**src/rtl/core/ebq_pkg.sv**
```systemverilog
package ebq_pkg;

  // default number of fed button slots
  localparam int BUTTON_COUNT_DEF = 4;
  // physical button slots on the port, plus one encoder switch slot
  localparam int NUM_BUTTONS = 4;
  localparam int NUM_SLOTS   = 5;

  // port bit positions
  localparam int BIT_ENC_CLK = 4;
  localparam int BIT_ENC_DT  = 5;
  localparam int BIT_SWITCH  = 6;

  // configuration register indexes
  localparam logic [7:0] REG_DEBOUNCE = 8'd0;
  localparam logic [7:0] REG_TIMEOUT  = 8'd1;

  // configuration reset values
  localparam logic [15:0] DEBOUNCE_RST = 16'd30;
  localparam logic [15:0] TIMEOUT_RST  = 16'd1000;

  // decoder phase codes
  localparam logic [2:0] PH_REST   = 3'd0;
  localparam logic [2:0] PH_CW1    = 3'd1;
  localparam logic [2:0] PH_CW2    = 3'd2;
  localparam logic [2:0] PH_CW3    = 3'd3;
  localparam logic [2:0] PH_CCW1   = 3'd4;
  localparam logic [2:0] PH_CCW2   = 3'd5;
  localparam logic [2:0] PH_CCW3   = 3'd6;
  localparam logic [2:0] PH_UNUSED = 3'd7;

  // encoder input pair codes, {clk, dt}
  localparam logic [1:0] AB_00 = 2'd0;
  localparam logic [1:0] AB_01 = 2'd1;
  localparam logic [1:0] AB_10 = 2'd2;
  localparam logic [1:0] AB_11 = 2'd3;

  // step codes
  localparam logic signed [1:0] STEP_NONE    = 2'sb00;
  localparam logic signed [1:0] STEP_CW      = 2'sb01;
  localparam logic signed [1:0] STEP_CCW     = 2'sb11;
  localparam logic signed [1:0] STEP_ILLEGAL = 2'sb10;

  typedef struct packed {
    logic [7:0]  port_bits;
    logic [31:0] now_ms;
  } in_item_t;

  typedef struct packed {
    logic signed [1:0] encoder_step;
    logic [4:0]        press_events;
    logic [4:0]        held_buttons;
    logic [2:0]        encoder_phase;
  } out_item_t;

  // decoder result toward the output register
  typedef struct packed {
    logic signed [1:0] step;
    logic [2:0]        phase;
  } dec_res_t;

  // debouncer result toward the output register
  typedef struct packed {
    logic press;
    logic held;
  } deb_res_t;

endpackage

```
**src/rtl/core/ebq_decoder.sv**
```systemverilog
module ebq_decoder (
  input  logic                  clk,
  input  logic                  rst_n,
  input  logic                  adv,
  input  logic [1:0]            ab,
  input  logic [31:0]           now_ms,
  input  logic [15:0]           timeout_ms,
  output ebq_pkg::dec_res_t     res
);

  logic [2:0]        phase_r;
  logic [2:0]        phase_nxt;
  logic [31:0]       change_time_r;
  logic [31:0]       change_time_nxt;
  logic [2:0]        trans;
  logic signed [1:0] step;
  logic              changed;
  logic              timed_out;

  // full-cycle transition table
  always_comb begin
    trans = phase_r;
    step  = ebq_pkg::STEP_NONE;
    case (phase_r)
      ebq_pkg::PH_CW1: begin
        if (ab == ebq_pkg::AB_00) trans = ebq_pkg::PH_CW2;
        else if (ab == ebq_pkg::AB_11) trans = ebq_pkg::PH_REST;
      end
      ebq_pkg::PH_CW2: begin
        if (ab == ebq_pkg::AB_10) trans = ebq_pkg::PH_CW3;
        else if (ab == ebq_pkg::AB_01) trans = ebq_pkg::PH_CW1;
      end
      ebq_pkg::PH_CW3: begin
        if (ab == ebq_pkg::AB_11) begin
          trans = ebq_pkg::PH_REST;
          step  = ebq_pkg::STEP_CW;
        end else if (ab == ebq_pkg::AB_00) begin
          trans = ebq_pkg::PH_CW2;
        end
      end
      ebq_pkg::PH_CCW1: begin
        if (ab == ebq_pkg::AB_00) trans = ebq_pkg::PH_CCW2;
        else if (ab == ebq_pkg::AB_11) trans = ebq_pkg::PH_REST;
      end
      ebq_pkg::PH_CCW2: begin
        if (ab == ebq_pkg::AB_01) trans = ebq_pkg::PH_CCW3;
        else if (ab == ebq_pkg::AB_10) trans = ebq_pkg::PH_CCW1;
      end
      ebq_pkg::PH_CCW3: begin
        if (ab == ebq_pkg::AB_11) begin
          trans = ebq_pkg::PH_REST;
          step  = ebq_pkg::STEP_CCW;
        end else if (ab == ebq_pkg::AB_00) begin
          trans = ebq_pkg::PH_CCW2;
        end
      end
      default: begin
        // rest, and the unused code which behaves as rest
        if (ab == ebq_pkg::AB_01) trans = ebq_pkg::PH_CW1;
        else if (ab == ebq_pkg::AB_10) trans = ebq_pkg::PH_CCW1;
        else trans = ebq_pkg::PH_REST;
      end
    endcase
  end

  // change stamp and idle timeout; a fresh change never times out
  always_comb begin
    changed   = (trans != phase_r) &&
                !(phase_r == ebq_pkg::PH_UNUSED && trans == ebq_pkg::PH_REST);
    timed_out = !changed && (trans != ebq_pkg::PH_REST) &&
                ((now_ms - change_time_r) > {16'd0, timeout_ms});
    change_time_nxt = changed ? now_ms : change_time_r;
    phase_nxt       = timed_out ? ebq_pkg::PH_REST : trans;
    res.step  = step;
    res.phase = phase_nxt;
  end

  // decoder state
  always_ff @(posedge clk) begin
    if (!rst_n) begin
      phase_r       <= ebq_pkg::PH_REST;
      change_time_r <= 32'd0;
    end else if (adv) begin
      phase_r       <= phase_nxt;
      change_time_r <= change_time_nxt;
    end
  end

endmodule

```
**src/rtl/core/ebq_debouncer.sv**
```systemverilog
module ebq_debouncer (
  input  logic               clk,
  input  logic               rst_n,
  input  logic               adv,
  input  logic               active,
  input  logic [31:0]        now_ms,
  input  logic [15:0]        debounce_ms,
  output ebq_pkg::deb_res_t  res
);

  logic        last_r;
  logic        acc_r;
  logic        acc_nxt;
  logic [31:0] time_r;
  logic [31:0] time_nxt;
  logic        changed;
  logic        settled;

  // level tracking and acceptance after a stable interval
  always_comb begin
    changed  = (active != last_r);
    time_nxt = changed ? now_ms : time_r;
    settled  = !changed && ((now_ms - time_r) > {16'd0, debounce_ms});
    acc_nxt  = settled ? active : acc_r;
    res.press = settled && active && !acc_r;
    res.held  = acc_nxt;
  end

  always_ff @(posedge clk) begin
    if (!rst_n) begin
      last_r <= 1'b0;
      acc_r  <= 1'b0;
      time_r <= 32'd0;
    end else if (adv) begin
      last_r <= active;
      acc_r  <= acc_nxt;
      time_r <= time_nxt;
    end
  end

endmodule

```
**src/rtl/core/encoder_and_button_qualifier_unit.sv**
```systemverilog
// Encoder and button qualifier.
// Input channel in_valid/in_ready/in_item carries one active-low port sample
// with its millisecond timestamp. Result channel out_valid/out_ready/out_item
// gives exactly one result per item: encoder detent step, press events,
// debounced held levels and the decoder phase.
// Configuration channel cfg_valid/cfg_ready/cfg_index/cfg_data writes the
// debounce time (index 0) and encoder timeout (index 1); other indexes are
// dropped. cfg_ready is always high; write only while no item is in flight.
// An accepted item waits in the input register; its result is then written
// to the result register. Throughput: one item per cycle while the receiver
// keeps out_ready high; all per-item work is one short pass of 32-bit
// subtract-and-compare logic between the two registers.
// A stalled receiver holds the result register; the input register keeps
// taking one more item, then in_ready drops until out_ready returns.
// Reset (rst_n low, synchronous) empties both registers, sets the decoder to
// rest, releases all debouncers, clears all time stamps to zero and loads
// the configuration defaults (30 ms debounce, 1000 ms timeout).
module encoder_and_button_qualifier_unit #(
  parameter int BUTTON_COUNT = ebq_pkg::BUTTON_COUNT_DEF
) (
  input  logic                clk,
  input  logic                rst_n,
  input  logic                in_valid,
  output logic                in_ready,
  input  ebq_pkg::in_item_t   in_item,
  output logic                out_valid,
  input  logic                out_ready,
  output ebq_pkg::out_item_t  out_item,
  input  logic                cfg_valid,
  output logic                cfg_ready,
  input  logic [7:0]          cfg_index,
  input  logic [15:0]         cfg_data
);

  localparam int FED = (BUTTON_COUNT > ebq_pkg::NUM_BUTTONS) ?
                       ebq_pkg::NUM_BUTTONS : BUTTON_COUNT;

  logic               in_valid_r;
  ebq_pkg::in_item_t  in_item_r;
  logic               out_valid_r;
  ebq_pkg::out_item_t out_item_r;
  logic [15:0]        debounce_r;
  logic [15:0]        timeout_r;
  logic               adv;
  ebq_pkg::dec_res_t  dec_res;
  ebq_pkg::deb_res_t  deb_res [ebq_pkg::NUM_SLOTS];
  logic [4:0]         press_vec;
  logic [4:0]         held_vec;

  // pipeline handshake
  assign adv       = in_valid_r && (!out_valid_r || out_ready);
  assign in_ready  = !in_valid_r || adv;
  assign out_valid = out_valid_r;
  assign out_item  = out_item_r;
  assign cfg_ready = 1'b1;

  // configuration registers
  always_ff @(posedge clk) begin
    if (!rst_n) begin
      debounce_r <= ebq_pkg::DEBOUNCE_RST;
      timeout_r  <= ebq_pkg::TIMEOUT_RST;
    end else if (cfg_valid) begin
      if (cfg_index == ebq_pkg::REG_DEBOUNCE) debounce_r <= cfg_data;
      else if (cfg_index == ebq_pkg::REG_TIMEOUT) timeout_r <= cfg_data;
    end
  end

  // input register
  always_ff @(posedge clk) begin
    if (!rst_n) begin
      in_valid_r <= 1'b0;
    end else if (in_valid && in_ready) begin
      in_valid_r <= 1'b1;
    end else if (adv) begin
      in_valid_r <= 1'b0;
    end
  end

  always_ff @(posedge clk) begin
    if (in_valid && in_ready) in_item_r <= in_item;
  end

  // quadrature decoder
  ebq_decoder u_dec (
    .clk        (clk),
    .rst_n      (rst_n),
    .adv        (adv),
    .ab         ({in_item_r.port_bits[ebq_pkg::BIT_ENC_CLK],
                  in_item_r.port_bits[ebq_pkg::BIT_ENC_DT]}),
    .now_ms     (in_item_r.now_ms),
    .timeout_ms (timeout_r),
    .res        (dec_res)
  );

  // button debouncers; slots beyond the button count stay released
  for (genvar g = 0; g < ebq_pkg::NUM_BUTTONS; g++) begin : g_btn
    if (g < FED) begin : g_fed
      ebq_debouncer u_deb (
        .clk         (clk),
        .rst_n       (rst_n),
        .adv         (adv),
        .active      (!in_item_r.port_bits[g]),
        .now_ms      (in_item_r.now_ms),
        .debounce_ms (debounce_r),
        .res         (deb_res[g])
      );
    end else begin : g_unfed
      assign deb_res[g] = '0;
    end
  end

  // encoder switch debouncer
  ebq_debouncer u_deb_sw (
    .clk         (clk),
    .rst_n       (rst_n),
    .adv         (adv),
    .active      (!in_item_r.port_bits[ebq_pkg::BIT_SWITCH]),
    .now_ms      (in_item_r.now_ms),
    .debounce_ms (debounce_r),
    .res         (deb_res[ebq_pkg::NUM_SLOTS-1])
  );

  // gather slot results
  always_comb begin
    for (int i = 0; i < ebq_pkg::NUM_SLOTS; i++) begin
      press_vec[i] = deb_res[i].press;
      held_vec[i]  = deb_res[i].held;
    end
  end

  // result register
  always_ff @(posedge clk) begin
    if (!rst_n) begin
      out_valid_r <= 1'b0;
    end else if (adv) begin
      out_valid_r <= 1'b1;
    end else if (out_ready) begin
      out_valid_r <= 1'b0;
    end
  end

  always_ff @(posedge clk) begin
    if (adv) begin
      out_item_r.encoder_step  <= dec_res.step;
      out_item_r.press_events  <= press_vec;
      out_item_r.held_buttons  <= held_vec;
      out_item_r.encoder_phase <= dec_res.phase;
    end
  end

endmodule

```
**config.mk**
```make
export PLATFORM = sky130hd
export DESIGN_NAME = encoder_and_button_qualifier_unit
export DESIGN_NICKNAME = d
export VERILOG_FILES = /design/src/rtl/core/ebq_pkg.sv /design/src/rtl/core/ebq_decoder.sv /design/src/rtl/core/ebq_debouncer.sv /design/src/rtl/core/encoder_and_button_qualifier_unit.sv
export SDC_FILE = /design/constraint.sdc
export NUM_CORES = 1
export LEC_CHECK = 0
export BUFFER_PORTS_ARGS = -buffer_cell sky130_fd_sc_hd__buf_2
export CAP_MARGIN = 10
export CORE_ASPECT_RATIO = 0.8
export CORE_MARGIN = 4
export CORE_UTILIZATION = 45
export DETAILED_ROUTE_END_ITERATION = 12
export PLACE_DENSITY = 0.7
export RECOVER_POWER = 50
export SETUP_SLACK_MARGIN = 0.02
export SLEW_MARGIN = 25
export SYNTH_ARGS = -nofsm -noshare
export SYNTH_HDL_FRONTEND = slang
export SYNTH_SLANG_ARGS = --single-unit
```
**constraint.sdc**
```tcl
create_clock -name clk -period 7.9 [get_ports clk]
set_input_delay 0.395 -clock clk [delete_from_list [all_inputs] [get_ports clk]]
set_output_delay 0.395 -clock clk [all_outputs]
set_load 0.01 [all_outputs]
```
==> results by group <==
Place
  • Dpl cells: about 3900
  • Placed cell area: 0.0256 sq mm
  • HPWL after detailed placement: just under 50000 um
  • Input/output buffers: 84
  • RD Place Congestion: 0.922
  • Dpl ws: 1.81 ns

Setup path
  • R2R depth: 23
  • Setup crit start kind: register
  • Crit. End Element: register
  • Worst Setup SP: in_item_r[0]
  • Setup Crit Path Kind: reg2reg
  • FF-to-FF Start: in_item_r[0]
  • Maximum fanout along the worst path: 7
  • CP Data Arrival Time: 6.63 ns
  • Worst r2r dst: u_dec.phase_r[2]
  • Reg-to-reg slack, setup: approximately 1.7 ns
  • Required time worst endpoint: around 8.4 ns

Route
  • Antenna Nets Post-Route: 0
  • Drt first pass iters: 5
  • Final WL: 65700 um
  • Initial DRC count: 1380
  • Vias per std cell: roughly 5.7
  • Routed len/inst: 16.5 um
  • Vias: around 22000
  • Number of remaining DRC errors: 0

Synthesis
  • Syn avg cell area: 7.70 sq um
  • Ys flop type: dfxtp_1
  • Async SR Flop Fraction: 0%
  • EDFF count, synth: 54
  • Syn Inst Count: 3180
  • Synthesis Warnings: 0
  • Mapped Area: 0.0245 sq mm
  • #FFs+latches synth: 293
  • Netlist cell types: 92
  • Sequential area share after synthesis: 26.2%
  • Syn Nets: 3537

Clock network
  • Post-CTS resize count: 0
  • Total CTS buffers: 36
  • H-tree depth: 2
  • CTS tree: done
  • Clock Pin Slew Worst Setup and Hold Paths: roughly 0.060 ns
  • Max Buffers Root-to-Sink: 3
  • Clock Latency Late Sink: 0.57 ns
  • Root buffer cell: clkbuf_16
  • Clock sink count: 293

Power and ir drop
  • Sequential share of power: 34.9%
  • Peak supply drop: 0.151 mV
  • Cell Int Power: 3.14 mW
  • Power Density: 173 mW/mm^2
  • Leakage power: 10.4 nW
  • Design Power: between 4 and 5 mW
  • Net Sw Frac: about a third
  • Switching power: 1.53 mW
  • Combinational share of power: between 20 and 30%
  • Clk network pwr share: 36.4%

Floorplanning
  • I/O Pins: 87
  • Core box area: around 0.054 sq mm
  • DIE HEIGHT: ~220 um
  • Cell Rows: 76
  • Initial core utilization: 45.5%
  • Die W: 269 um
  • Die ar.: 0.0582 sq mm

Cells and area
  • Final layout net count: 3600
  • Design Area, Final: 0.0271 sq mm
  • Fin util: around 50%
  • Post-Layout Cell Count: 3973
  • Fill cells: around 5300
  • Diode count: 0
  • Layout area overhead: 10.6%
  • Layout cells sized above 1: 5.93%

Global routing
  • Congestion Overflow GR: 0
  • First-pass GRT wire length: around 110000 um
  • Vias in the first global route: 20700
  • Gr busiest metal: met2
  • Global-route track usage on met1: between 30% and 40%
  • Grt met3 use: under 10%
  • Largest net degree at the start of global routing: about 140
  • Initial antenna violation count: 0
  • Total track usage: 22.3%
  • Met2 Usage GRT: about 36%

STA
  • Final setup viols: 0
  • Final Cycle Share: roughly four fifths
  • Final Hold Fails: 0
  • Slew HR: -265%
  • Fmax: 162 MHz
  • Setup TNS Final: 0 ns
  • Slack of the critical path: between 1.5 and 2 ns
  • Hold slack: 0.0341 ns
  • Clock Skew: 0.0246 ns
  • Tmin final: 6.17 ns
  • RSZ-0062 raised after global routing: false
  • Actual slew at the worst max-slew pin: 5.48 ns
  • Slew Limit Fails: 327

Worst hold path
  • Hold endpoint: in_item_r[11]
  • Hold depth: 1
  • HP Start: in_item[11]
  • Min-delay worst type: in2reg

Run
  • Max-cap violations: 4

Status
  • Status: finished with violations
  • Violated checks: capacitance limit, slew limit
==> worst max-delay path: stages, from the launching register on <==
cell	delay, ns
edfxtp_1	0.54
inv_1	0.33
ha_1	0.24
inv_1	0.05
fa_1	0.41
a21oi_1	0.22
nor2_1	0.10
o21ai_0	0.39
nand2_1	0.13
a31o_2	0.25
a21oi_1	0.17
xnor2_1	0.09
ha_1	0.28
nand4_1	0.12
nor4_1	0.35
or3_1	0.17
a21oi_1	0.08
nor4bb_1	0.29
nand4_1	0.12
nand4b_1	0.17
or4_1	0.49
nor4_1	0.43
a31oi_1	0.35
o31ai_1	0.31
==> worst max path at each step <==
stage / end / slack, ns / depth (start not counted)
floorplan: u_dec.phase_r[0] / 3.09 / 23
CTS: out_item[7] / 1.78 / 22
global route: g_btn[2].g_fed.u_deb.acc_r / 0.92 / 4
detailed placement: out_item[7] / 1.81 / 22
global placement: out_item[12] / 1.86 / 21
finish: u_dec.phase_r[2] / 1.73 / 23
==> cells in the mapped netlist (all sizes together) (37+ instances only) <==
cell type,number,area [sq um]
clkbuf,117,439
o21ai,124,624
xnor2,84,736
edfxtp,54,1620
ha,282,3530
nand4,52,340
a21oi,234,1170
dfxtp,239,4780
o21a,38,285
nand2,582,2180
xor2,45,394
nor2b,62,388
nor2,149,559
mux2i,39,390
a21boi,203,1540
nand3,67,335
o211ai,37,278
inv,268,1010
a21o,89,668
==> routing by layer <==
metal  share of wire, %  up-vias
met4                2.9        0
li1                   -    11400
met3                5.4      122
met5                  0        -
met1                 47    10400
met2                 45      502
==> flip-flops by register name, summed over array words and instances (netlist names), 3 cells and up <==
register and flops:
g_btn.g_fed.u_deb.acc_r 4, timeout_r 16, u_deb_sw.time_r 32, u_dec.change_time_r 32, in_item_r 39, g_btn.g_fed.u_deb.last_r 4, u_dec.phase_r 3, debounce_r 16
out_item 15, g_btn.g_fed.u_deb.time_r 128
==> power groups by stage <==
stage | Clock, mW | Sequential, mW | Combinational [mW]
after CTS | 1.75 | 1.63 | 1.32
final | 1.70 | 1.63 | 1.34
after detailed placement | 0 | 1.66 | 1.30
after global placement | 0 | 1.66 | 1.29
after floorplan | 0 | 1.66 | 0.996
after global routing | 1.80 | 1.64 | 1.51
==> repair_timing <==
item	in CTS	in global routing
hold endpoints to repair	36	0
buffers inserted	0	0
hold buffers	36	0
endpoints found under the setup margin	0	0
==> placed cells by master (no fill, tap or decap), drive strengths merged, types with 10 or more instances in the layout <==
cell type	netlist	final
nand2	582	582
nor3	24	24
nor2b	62	62
a21oi	234	234
nand2b	25	25
nor4	17	17
edfxtp	54	54
a2111oi	10	10
o2111ai	12	12
a21o	89	89
nand3	67	67
o311ai	11	11
nand4	52	52
o21bai	24	24
and2	23	23
clkinv	0	16
dlygate4sd3	0	36
xnor2	84	84
o31a	10	10
ha	282	282
o21ai	124	124
a211oi	18	18
a31oi	28	28
or4	12	12
nor2	149	149
xor2	45	45
inv	268	271
clkbuf	117	66
o21a	38	38
or3	11	11
a21boi	203	203
mux2i	39	39
o31ai	19	19
dfxtp	239	239
o211ai	37	37
buf	12	95
and3	22	22
==> kinds of logic (layout without fill, tap and decap cells) <==
kind of cell	after synthesis	after routing	share of synthesized area, %
buffers and inverters	397	488	6.14
adder cells (fa/ha/maj)	288	288	14.9
flip-flops	293	293	26.2
XOR/XNOR	129	129	4.61
multiplexers	45	45	1.87
AO/OA/AOI/OAI	942	942	26.0
AND/OR/NAND/NOR	1085	1085	20.3
other	1	1	0.0153
==> area by class of cell <==
class	instances	area (sq um)	area share [%]
Inverter	268	1010	3.71
Timing Repair Buffer	154	1000	3.70
Sequential cell	293	6410	23.7
Multi-Input combinational cell	2490	16600	61.3
Tap cell	702	878	3.24
Clock buffer	43	947	3.50
Clock inverter	23	249	0.919
No activity file was read; power rests on OpenSTA's default activity.
